$ cat src/ppid_pkg.sv
// Shared types, constants and register codes for the preset position PID block.
// No dependencies; every other file imports this package.
`timescale 1ns / 1ps

package ppid_pkg;

   localparam int unsigned SETTLE_TIMEOUT_MS = 5000;
   localparam int unsigned SETTLE_BAND       = 10;

   localparam int unsigned GAIN_W   = 32;
   localparam int unsigned POS_W    = 12;
   localparam int unsigned ERR_W    = POS_W + 1;
   localparam int unsigned DIFF_W   = ERR_W + 1;
   localparam int unsigned SUM_W    = 32;
   localparam int unsigned TIME_W   = 32;
   localparam int unsigned DRIVE_W  = 16;
   localparam int unsigned FRAC_W   = 24;
   localparam int unsigned CSR_IDX_W = 8;

   localparam logic [GAIN_W-1:0] GAIN_P_RST = 32'd838861;
   localparam logic [GAIN_W-1:0] GAIN_I_RST = 32'd168;
   localparam logic [GAIN_W-1:0] GAIN_D_RST = 32'd167772;
   localparam logic [POS_W-1:0]  PRESET0_RST = 12'd350;
   localparam logic [POS_W-1:0]  PRESET1_RST = 12'd1000;
   localparam logic [POS_W-1:0]  PRESET2_RST = 12'd3440;
   localparam logic [POS_W-1:0]  PRESET3_RST = 12'd1000;
   localparam logic [POS_W-1:0]  SAFE_ANGLE_RST = 12'd600;

   localparam logic [1:0] PRESET_REST  = 2'd0;
   localparam logic [1:0] PRESET_CLEAR = 2'd3;

   typedef enum logic [1:0] {
      FUNC_SAMPLE = 2'd0,
      FUNC_MOVE   = 2'd1,
      FUNC_AVOID  = 2'd2,
      FUNC_RETURN = 2'd3
   } func_type;

   typedef enum logic [CSR_IDX_W-1:0] {
      REG_GAIN_P       = 8'd0,
      REG_GAIN_I       = 8'd1,
      REG_GAIN_D       = 8'd2,
      REG_PRESET_ZERO  = 8'd3,
      REG_PRESET_ONE   = 8'd4,
      REG_PRESET_TWO   = 8'd5,
      REG_PRESET_THREE = 8'd6,
      REG_SAFE_ANGLE   = 8'd7
   } reg_idx_type;

   typedef struct packed {
      logic [GAIN_W-1:0]           gain_p;
      logic [GAIN_W-1:0]           gain_i;
      logic [GAIN_W-1:0]           gain_d;
      logic [3:0][POS_W-1:0]       preset;
      logic [POS_W-1:0]            safe_angle;
   } cfg_type;

   // Result of the front stage, consumed by the multiply-accumulate stage.
   typedef struct packed {
      logic                        drive_valid;
      logic signed [ERR_W-1:0]     err;
      logic signed [SUM_W-1:0]     err_sum;
      logic signed [DIFF_W-1:0]    err_diff;
      logic                        settled;
      logic                        safe_to_shoot;
      logic [1:0]                  preset;
   } front_type;

endpackage

$ cat src/ppid_front.sv
// Front stage: controller state, command decode, error, integral and flags.
// Depends on ppid_pkg.
`timescale 1ns / 1ps

module ppid_front (
   input  logic                          clock,
   input  logic                          reset,
   input  logic                          accept,
   input  logic [1:0]                    func,
   input  logic [ppid_pkg::POS_W-1:0]    pot_reading,
   input  logic [1:0]                    preset_index,
   input  logic [ppid_pkg::TIME_W-1:0]   now_ms,
   input  ppid_pkg::cfg_type             cfg,
   output ppid_pkg::front_type           front
);
   import ppid_pkg::*;

   logic [POS_W-1:0]         target_pos_ff, target_pos_in;
   logic [1:0]               target_preset_ff, target_preset_in;
   logic signed [SUM_W-1:0]  err_sum_ff, err_sum_in;
   logic signed [ERR_W-1:0]  last_err_ff, last_err_in;
   logic [TIME_W-1:0]        start_ff, start_in;

   logic                     go;
   logic [1:0]               go_idx;
   logic                     is_sample;
   logic signed [ERR_W-1:0]  err;
   logic signed [SUM_W:0]    sum_wide;
   logic signed [SUM_W-1:0]  sum_sat;
   logic signed [ERR_W-1:0]  err_after;
   logic [ERR_W-1:0]         err_mag;
   logic                     timed_out;

   always_comb begin
      go        = 1'b0;
      go_idx    = preset_index;
      is_sample = 1'b0;
      unique case (func_type'(func))
         FUNC_SAMPLE: is_sample = 1'b1;
         FUNC_MOVE: go = 1'b1;
         FUNC_AVOID: begin
            go     = (target_preset_ff == PRESET_REST);
            go_idx = PRESET_CLEAR;
         end
         FUNC_RETURN: begin
            go     = (target_preset_ff == PRESET_CLEAR);
            go_idx = PRESET_REST;
         end
         default: is_sample = 1'b0;
      endcase
   end

   assign err      = signed'({1'b0, pot_reading}) - signed'({1'b0, target_pos_ff});
   assign sum_wide = (SUM_W+1)'(err_sum_ff) + (SUM_W+1)'(err);

   // Saturate the integral to the signed 32-bit range.
   always_comb begin
      if (sum_wide[SUM_W] != sum_wide[SUM_W-1]) begin
         sum_sat = sum_wide[SUM_W] ? {1'b1, {(SUM_W-1){1'b0}}} : {1'b0, {(SUM_W-1){1'b1}}};
      end else begin
         sum_sat = sum_wide[SUM_W-1:0];
      end
   end

   always_comb begin
      target_pos_in    = target_pos_ff;
      target_preset_in = target_preset_ff;
      err_sum_in       = err_sum_ff;
      last_err_in      = last_err_ff;
      start_in         = start_ff;
      if (is_sample) begin
         err_sum_in  = sum_sat;
         last_err_in = err;
      end
      if (go) begin
         target_preset_in = go_idx;
         target_pos_in    = cfg.preset[go_idx];
         err_sum_in       = '0;
         start_in         = now_ms;
      end
   end

   // Flags use the state after this item's update.
   assign err_after = signed'({1'b0, pot_reading}) - signed'({1'b0, target_pos_in});
   assign err_mag   = err_after[ERR_W-1] ? ERR_W'(-err_after) : ERR_W'(err_after);
   assign timed_out = (now_ms - start_in) > TIME_W'(SETTLE_TIMEOUT_MS);

   always_comb begin
      front.drive_valid   = is_sample;
      front.err           = err;
      front.err_sum       = sum_sat;
      front.err_diff      = DIFF_W'(err) - DIFF_W'(last_err_ff);
      front.settled       = (err_mag < ERR_W'(SETTLE_BAND)) || timed_out;
      front.safe_to_shoot = (pot_reading > cfg.safe_angle) || timed_out;
      front.preset        = target_preset_in;
   end

   always_ff @(posedge clock) begin
      if (reset) begin
         target_pos_ff    <= PRESET0_RST;
         target_preset_ff <= PRESET_REST;
         err_sum_ff       <= '0;
         last_err_ff      <= '0;
         start_ff         <= '0;
      end else if (accept) begin
         target_pos_ff    <= target_pos_in;
         target_preset_ff <= target_preset_in;
         err_sum_ff       <= err_sum_in;
         last_err_ff      <= last_err_in;
         start_ff         <= start_in;
      end
   end

endmodule

$ cat config.mk
export PLATFORM = sky130hd
export DESIGN_NAME = ppid_front
export DESIGN_NICKNAME = d
export VERILOG_FILES = /design/src/ppid_pkg.sv /design/src/ppid_front.sv
export SDC_FILE = /design/constraint.sdc
export NUM_CORES = 1
export LEC_CHECK = 0
export BUFFER_PORTS_ARGS = -buffer_cell sky130_fd_sc_hd__buf_4
export CAP_MARGIN = 20
export CORE_ASPECT_RATIO = 0.75
export CORE_MARGIN = 1
export CORE_UTILIZATION = 50
export CTS_BUF_LIST = sky130_fd_sc_hd__clkbuf_4 sky130_fd_sc_hd__clkbuf_8
export DETAILED_ROUTE_END_ITERATION = 8
export GPL_TIMING_DRIVEN = 0
export PLACE_DENSITY_LB_ADDON = 0.08
export SKIP_LAST_GASP = 1
export SLEW_MARGIN = 20
export SYNTH_ARGS = -nofsm -noshare
export SYNTH_HDL_FRONTEND = slang
export SYNTH_SLANG_ARGS = --single-unit
$ cat constraint.sdc
create_clock -name clock -period 7.7 [get_ports clock]
set_input_delay 0.77 -clock clock [delete_from_list [all_inputs] [get_ports clock]]
set_output_delay 0.77 -clock clock [all_outputs]
set_load 0.02 [all_outputs]
==> flow_metrics.tcl, run 1 <==
set metrics [dict create \
    status "finished, final reports clean" \
    viasPerCell 5.88 \
    drt-met1-wl_um 15600 \
    die_y_um 127 \
    cp_max_fo 10 \
    drcViolationCount 0 \
    drv_cap 0 \
    fin_area_um2 12300 \
    clkTransAtPathRegs_ns 0.11 \
    ctsHoldBuffers 0 \
    setup_viol 0 \
    layout_commonest_cell "buf_4" \
    synth_edf_count 0 \
    diodes 0 \
    fmax_mhz 136 \
    crit_arrival_ns 6.57 \
    reg2reg_to "err_sum_ff[24]$_SDFFE_PP0P_" \
    synth_cells 1398 \
    detail_route.wl_per_cell_um 17.1 \
    core_area_um2 20300 \
    ys_seq_area_frac 0.176 \
    post-route-min-period_ns 7.34 \
    cts_tree "yes" \
    hold_depth 2 \
    ir_worst_vdd_v 0.000113 \
    grt_pass1_wl_um 50000 \
    top_layer "met4" \
    vias 10900 \
    yosys-top-cells-area "dfxtp_1 18%, ha_1 13%, a21oi_1 7.3%, nand2_1 6.0%, xnor2_1 4.2%" \
    synth-seq-cells 91 \
    synth_area_leader_cell "dfxtp_1" \
    final_util 0.607 \
    syn-num-nets 1713 \
    finalWirelength_um 31600 \
    first_global_vias 9703 \
    ant_nets 0 \
    period_share 0.953 \
    clock_latency_ns 0.39 \
    slew_headroom 0.460 \
    syn_avg_cell_area_um2 7.40 \
    crit_path_end_kind "output port" \
    hold_viol 0 \
    cts_buffers 9 \
    final_cell_mix "178 x buf_4, 166 x nand2_1, 143 x a21oi_1" \
    powerDensity_nw_per_um2 199 \
    num-nets-final 1899 \
    ys_warn_count 0 \
    ioPinCount 271 \
    grt_max_degree 20 \
    drv_slew 0 \
    dp_hpwl_um 25100 \
    r2r-start "target_pos_ff[1]$_SDFFE_PP1P_" \
    worstMarginPinSlew_ns 0.807 \
    synthArstFlopShare 0 \
    skew_ns 0.0141 \
    min_to "start_ff[17]$_SDFFE_PP0P_" \
    syn-cell-area_um2 10300 \
    drive_gt1_frac 0.172 \
    ys_types 84 \
    areaGrowthSynthToFinish_pct 18.9 \
    fin_cells 1847 \
    post_dp_cell_area_um2 12000 \
    netlist.area_leader.share 0.176 \
    portBuffers 171 \
    drtIter0Drc 620 \
    hold_path.class "register to register" \
    grt_usage 0.291 \
    cellLeakagePower_nw 5.52 \
    clock_path_buffers 2 \
    start_util 0.511 \
    place_inst 1827 \
    hold_start "start_ff[17]$_SDFFE_PP0P_" \
    worstSetupPathType "input pin to output port" \
    route.met3.wl_um 2190 \
    total_power_mw 2.44 \
    routed-wl-met2_um 13500 \
    overflow 0 \
    critPathLaunchType "input pin" \
    r2r_slack_ns 1.09 \
    firstDrtPassIters 5 \
    cts-root-buf "clkbuf_8" \
    die_w_um 168 \
    reg2reg_depth 26 \
    ys.flop_type "dfxtp_1" \
    dieArea_um2 21300 \
    cts_num_sinks 91 \
    htree_levels 3 \
    rows 45 \
    cp.required_ns 6.93 \
    antenna_found_initial 0 \
    place_congestion 0.912 \
    finalSetupTns_ns 0 \
]
registers in the layout (all words and copies together) (netlist names):
register	count
err_sum_ff	32
target_preset_ff	2
last_err_ff	13
target_pos_ff	12
start_ff	32
per-stage QoR:
step	setup WS, ns	hold slack, ns
2_1_floorplan	0.240	0.429
3_3_place_gp	-1.28	0.441
3_5_place_dp	-0.609	0.446
4_1_cts	0.00721	0.461
5_1_grt	-0.00448	0.474
6_report	0.361	0.460
worst max-delay path by stage:
stage	startpoint	to	slack (ns)	depth (start not counted)
after floorplan	pot_reading[0]	front[29]	0.24	28
after global placement	pot_reading[0]	front[29]	-1.28	30
after detailed placement	func[0]	front[3]	-0.61	23
after CTS	pot_reading[0]	front[37]	0.007	31
after global routing	pot_reading[0]	front[46]	-0.004	33
final	pot_reading[0]	front[30]	0.36	28
synthesized netlist by cell type, types with 14 or more instances:
library cell	n
nand2_1	166
a21oi_1	150
ha_1	104
nor2_1	102
inv_1	93
dfxtp_1	91
o21ai_0	84
xnor2_1	50
a21o_1	45
mux2i_1	42
clkbuf_1	39
xor2_1	30
nand3_1	29
a221o_1	21
nor2b_1	21
a31oi_1	20
nand2b_1	19
a211oi_1	18
nor3_1	18
maj3_1	17
nand4_1	14
critical path: stages:
cell and delay [ns]:
buf_4 0.10, clkinvlp_4 0.15, ha_1 0.26, nor2b_1 0.10
o21ai_0 0.11, a21boi_0 0.25, o21ai_0 0.14, a21boi_0 0.23
o21ai_0 0.13, a21boi_0 0.26, o21ai_0 0.16, nor2b_1 0.17
xnor2_1 0.44, ha_1 0.39, and3_1 0.22, a31oi_1 0.16
o21ai_0 0.11, a21oi_1 0.47, nor4_2 0.13, a211oi_2 0.34
o41a_1 0.20, xnor2_1 0.16, clkbuf_4 0.28, and2_1 0.21
clkbuf_4 0.26, nor2_1 0.07, nor2_1 0.14, buf_4 0.17
final cells by class:
class	count	area, um2
plain buffers	57	263
flip-flops and latches	91	1820
inverters	93	353
clock buffers	9	124
well taps	258	323
repair buffers	176	1330
multi-input cells	1156	8000
clock inverters	7	81.3
fillers	1927	7970
cells by family after synthesis:
logic type | Yosys count | share of synthesized area
DFF | 91 | 0.176
adders and majority gates | 125 | 0.150
buffers and inverters | 152 | 0.0578
xor gates and xnor gates | 80 | 0.0677
AOI/OAI and AO/OA | 473 | 0.304
and+or+nand+nor | 427 | 0.195
muxes | 50 | 0.0497
routing by layer:
layer	global-route usage	up-vias
li1	-	5448
met1	0.419	5076
met2	0.455	315
met3	0.0555	26
met4	0.0524	0
met5	0	-
where the power goes:
group	internal [mW]	leakage, nW	switching [mW]
Combinational	0.644	4.68	0.925
Sequential	0.501	0.742	0.0205
Clock	0.131	0.104	0.222
timing repair:
item	4_1_cts	5_1_grt
setup endpoints to repair	27	34
setup buffers	3	2
resized for setup	7	21
pin swaps	1	4
cloned	1	0
No activity file was read; power rests on OpenSTA's default activity.
==> inputs of run 2 (changes only) <==
==> constraint.sdc (replaced) <==
create_clock -name clock -period 7.7 [get_ports clock]
set_input_delay 1.54 -clock clock [delete_from_list [all_inputs] [get_ports clock]]
set_output_delay 1.54 -clock clock [all_outputs]
set_load 0.02 [all_outputs]
==> run 2 against run 1 <==
  * The run now ends with negative setup slack left
  * Sequential share of layout area is 1.7 points lower
  * Clock power fell by 5%
  * Worst setup slack lost 0.56 ns
  * Wire length rose by 9.1%
  * Combinational power rose by 22%
  * Global-route usage increased by 1.9 points
  * Sequential power hardly changed
  * Design area up 13%
  * Total power increased by 14%
  * Cell count grew 3.9%
  * Maximum frequency down 7.1%
  * Sequential cell count unchanged
  * Largest cell class unchanged
==> flow_metrics.tcl, run 2 (synthesis gave the netlist of run 1 again) <==
set metrics [dict create \
    total_power_mw 2.78 \
    post-route-min-period_ns 7.90 \
    period_share 1.03 \
    violations "negative setup slack" \
    path_common_cell "a21oi_2" \
    die_y_um 127 \
    final_cell_mix "219 x buf_4, 162 x nand2_1, 124 x a21oi_1" \
    cp_slowest_stage_delay_ns 0.34 \
    dieArea_um2 21300 \
    drcViolationCount 0 \
    cts_tree "yes" \
    htree_levels 3 \
    vias 11500 \
    detail_route.wl_per_cell_um 18.0 \
    num-nets-final 1970 \
    finalWirelength_um 34500 \
    rows 45 \
    critPathBufInv 7 \
    setup_viol 28 \
    ir_worst_vdd_v 0.000148 \
    multi_input_area_um2 8720 \
    cts-root-buf "clkbuf_8" \
    fin_area_um2 13900 \
    num-fill-cells 1739 \
    seqCellArea_um2 1820 \
    place_inst 1827 \
    areaGrowthSynthToFinish_pct 34.5 \
    clkTransAtPathRegs_ns 0.10 \
    post_dp_cell_area_um2 12300 \
    cp_max_fo 5 \
    layout_commonest_cell "buf_4" \
    ctsHoldBuffers 0 \
    worstSetupPathType "input pin to output port" \
    status "finished, violations left" \
    drive_gt1_frac 0.283 \
    drtIter0Drc 897 \
    cts_num_sinks 91 \
    finalSetupTns_ns -4.04 \
    hold_path.class "register to register" \
    grt_max_degree 19 \
    place_congestion 0.918 \
    firstDrtPassIters 5 \
    timing.final.ws_setup_ns -0.197 \
    hold_ws_ns 0.458 \
    worstMarginPinSlew_ns 1.09 \
    crit_slowest_cell "fa_2" \
    ant_nets 0 \
    crit_path_end_kind "output port" \
    clock_latency_ns 0.40 \
    clock_path_buffers 2 \
    die_w_um 168 \
    cellLeakagePower_nw 6.13 \
    ioPinCount 271 \
    skew_ns 0.0188 \
    core_area_um2 20300 \
    cp.required_ns 6.16 \
    powerDensity_nw_per_um2 200 \
    fin_cells 1919 \
    first_global_vias 10300 \
    overflow 0 \
    drv_cap 0 \
    portBuffers 171 \
    start_util 0.511 \
    grt_pass1_wl_um 52800 \
    drv_slew 0 \
    slew_headroom 0.274 \
    cts_buffers 9 \
    dp_hpwl_um 25300 \
    viasPerCell 5.99 \
    cp_top_family "compound AO/OA/AOI/OAI gates" \
    hold_viol 0 \
    crit_arrival_ns 6.36 \
    antenna_found_initial 1 \
    fmax_mhz 127 \
    rsz0062_at_grt "yes" \
    critPathLaunchType "input pin" \
    reg.largest.list "err_sum_ff: 32 flops, start_ff: 32 flops, last_err_ff: 13 flops" \
    r2r_slack_ns 2.01 \
    grt_usage 0.311 \
]
[run 2: where the power goes]
part	leakage [nW]	total, mW	switching [mW]	internal [mW]
registers	0.742	0.524	0.0233	0.501
clock network	0.0911	0.337	0.212	0.125
logic	5.30	1.92	1.05	0.868
[run 2: layout make-up]
type	instances	share of cell area
Multi-Input combinational cell	1156	0.626
Tap cell	258	0.0232
Clock buffer	9	0.00890
Buffer	49	0.0255
Sequential cell	91	0.131
Inverter	93	0.0260
Timing Repair Buffer	255	0.154
Clock inverter	7	0.00495
Antenna cell	1	0.000180
[run 2: worst paths after layout]
kind	from	end	depth (start not counted)
worst max-delay path	pot_reading[0]	front[19]	32
worst min-delay path	start_ff[16]$_SDFFE_PP0P_	start_ff[16]$_SDFFE_PP0P_	2
worst max register to register	target_pos_ff[0]$_SDFFE_PP0P_	err_sum_ff[20]$_SDFFE_PP0P_	29
worst min register to register	start_ff[16]$_SDFFE_PP0P_	start_ff[16]$_SDFFE_PP0P_	2
[run 2: repair_timing]
| item | CTS | global route |
|---|---|---|
| pin swaps | 60 | 56 |
| endpoints found under the hold margin | 0 | 0 |
| setup endpoints to repair | 34 | 34 |
| gates cloned | 2 | 2 |
| setup buffers | 52 | 29 |
| gates resized for setup | 125 | 66 |
[run 2: per-stage QoR]
stage | setup WS [ns] | utilization
5_1_grt | -0.501 | 0.686
4_1_cts | -0.123 | 0.662
3_5_place_dp | -1.43 | 0.605
2_1_floorplan | -0.220 | -
3_3_place_gp | -1.44 | 0.605
6_report | -0.197 | 0.687
[run 2: worst register-to-register path, delay by kind of cell (launching register included)]
kind / cells / cell delay, ns
AO/OA/AOI/OAI: 11 / 1.72
XOR/XNOR: 1 / 0.15
adder cells (fa/ha/maj): 3 / 0.83
buffers and inverters: 7 / 1.48
flip-flops: 1 / 0.41
AND/OR/NAND/NOR: 7 / 1.03
[run 2: per-layer routing]
metal / vias up / part of all wire / global-route usage
met3: 32 / 0.074 / 0.0490
met2: 447 / 0.45 / 0.497
met5: - / 0 / 0
met1: 5420 / 0.47 / 0.437
li1: 5589 / - / -
met4: 0 / 0.015 / 0.0722
==> inputs of run 3 (changes only) <==
--- a/config.mk
+++ b/config.mk
@@ -14,6 +14,7 @@
 export DETAILED_ROUTE_END_ITERATION = 8
 export GPL_TIMING_DRIVEN = 0
 export PLACE_DENSITY_LB_ADDON = 0.08
+export RECOVER_POWER = 50
 export SKIP_LAST_GASP = 1
 export SLEW_MARGIN = 20
 export SYNTH_ARGS = -nofsm -noshare
==> run 3 against run 2 <==
  * The run still ends with negative setup slack left
  * Worst setup slack worse by 0.0022 ns
  * Utilization shrank 0.093 points
  * Cell count unchanged
  * Via count decreased by 0.14%
==> flow_metrics.tcl, run 3 (synthesis gave the netlist of run 1 again) <==
set metrics [dict create \
    ctsHoldBuffers 0 \
    drv_cap 0 \
    first_global_vias 10300 \
    total_power_mw 2.78 \
    status "finished, violations left" \
    clock_latency_ns 0.40 \
    crit_path_end_kind "output port" \
    reg.largest.list "err_sum_ff: 32 flops, start_ff: 32 flops, last_err_ff: 13 flops" \
    clock_path_buffers 2 \
    drcViolationCount 0 \
    drv_slew 0 \
    r2r_slack_ns 2.00 \
    cts_buffers 9 \
    dieArea_um2 21300 \
    cts_tree "yes" \
    hold_viol 0 \
    fmax_mhz 127 \
    viasPerCell 5.98 \
    skew_ns 0.0198 \
    cellLeakagePower_nw 6.11 \
    rsz0062_at_grt "yes" \
    slew_headroom 0.306 \
    firstDrtPassIters 5 \
    start_util 0.511 \
    r2r-start "target_pos_ff[0]$_SDFFE_PP0P_" \
    hold_depth 2 \
    post_dp_cell_area_um2 12300 \
    hold_start "start_ff[16]$_SDFFE_PP0P_" \
    setup_viol 30 \
    fin_cells 1919 \
    powerDensity_nw_per_um2 200 \
    cts_num_sinks 91 \
    overflow 0 \
    reg2reg_depth 29 \
    worstMarginPinSlew_ns 1.04 \
    grt_max_degree 19 \
    cp.required_ns 6.16 \
    ioPinCount 271 \
    finalWirelength_um 34500 \
    place_inst 1827 \
    hold_path.class "register to register" \
    cp_max_fo 9 \
    antenna_found_initial 1 \
    min_to "start_ff[16]$_SDFFE_PP0P_" \
    num-nets-final 1970 \
    dp_slack_ns -1.43 \
    reg2reg_to "err_sum_ff[20]$_SDFFE_PP0P_" \
    critPathLaunchType "input pin" \
    areaGrowthSynthToFinish_pct 34.3 \
    cts-root-buf "clkbuf_8" \
    timing.final.ws_setup_ns -0.199 \
    rows 45 \
    post-route-min-period_ns 7.90 \
    htree_levels 3 \
    place_congestion 0.918 \
    clkTransAtPathRegs_ns 0.10 \
    dp_hpwl_um 25300 \
    drive_gt1_frac 0.279 \
    die_w_um 168 \
    ant_nets 0 \
    drtIter0Drc 900 \
    cp_slowest_stage_delay_ns 0.37 \
    layout_commonest_cell "buf_4" \
    grt_usage 0.311 \
    worstSetupPathType "input pin to output port" \
    crit_arrival_ns 6.36 \
    vias 11500 \
    fin_area_um2 13900 \
    hold_ws_ns 0.458 \
    final_util 0.686 \
    finalSetupTns_ns -3.82 \
    period_share 1.03 \
    final_cell_mix "215 x buf_4, 162 x nand2_1, 124 x a21oi_1" \
    path_common_cell "a21oi_2" \
    detail_route.wl_per_cell_um 18.0 \
    die_y_um 127 \
    grt_pass1_wl_um 52800 \
    violations "negative setup slack" \
    core_area_um2 20300 \
    ir_worst_vdd_v 0.000148 \
    portBuffers 171 \
    crit_slowest_cell "o31ai_4" \
]
run 3: cell count changes in the layout (fill, tap and decap cells not counted), sizes merged:
cell    previous run  this run
buf              271       264
clkbuf            42        49
run 3: what timing repair did:
action                     CTS  global route
setup endpoints to repair   34            34
setup buffers               52            29
gates resized for setup    125            66
gates cloned                 2             2
pin swaps                   60            56
run 3: critical path, delay by kind of cell:
family                   cells  cell delay (ns)
AO/OA/AOI/OAI               14             2.23
buffers and inverters        7             0.88
AND/OR/NAND/NOR              8             0.87
adder cells (fa/ha/maj)      3             0.80
run 3: layout make-up:
type	count	area [um2]
antenna	1	2.50
clock buffer	9	124
inverter	93	362
sequential	91	1820
tap	258	323
clock inverter	7	68.8
buffer	49	350
multi-input combinational	1156	8710
fill	1747	6370
timing repair buffer	255	2130
run 3: worst max-delay path by stage:
stage,start,to
6_report,pot_reading[0],front[30]
5_1_grt,pot_reading[0],front[30]
4_1_cts,pot_reading[0],front[18]
3_5_place_dp,func[0],front[3]
3_3_place_gp,func[0],front[3]
2_1_floorplan,pot_reading[0],front[35]
run 3: power by group:
part / internal (mW) / switching (mW) / total [mW]
sequential: 0.501 / 0.0232 / 0.524
combinational: 0.867 / 1.05 / 1.92
clock: 0.125 / 0.211 / 0.336
total: 1.49 / 1.28 / 2.78
run 3: per-layer routing:
metal / share of wire / vias up / global-route usage
met1: 0.46 / 5400 / 0.437
met3: 0.075 / 39 / 0.0490
li1: - / 5592 / -
met4: 0.015 / 0 / 0.0722
met2: 0.45 / 441 / 0.497
met5: 0 / - / 0
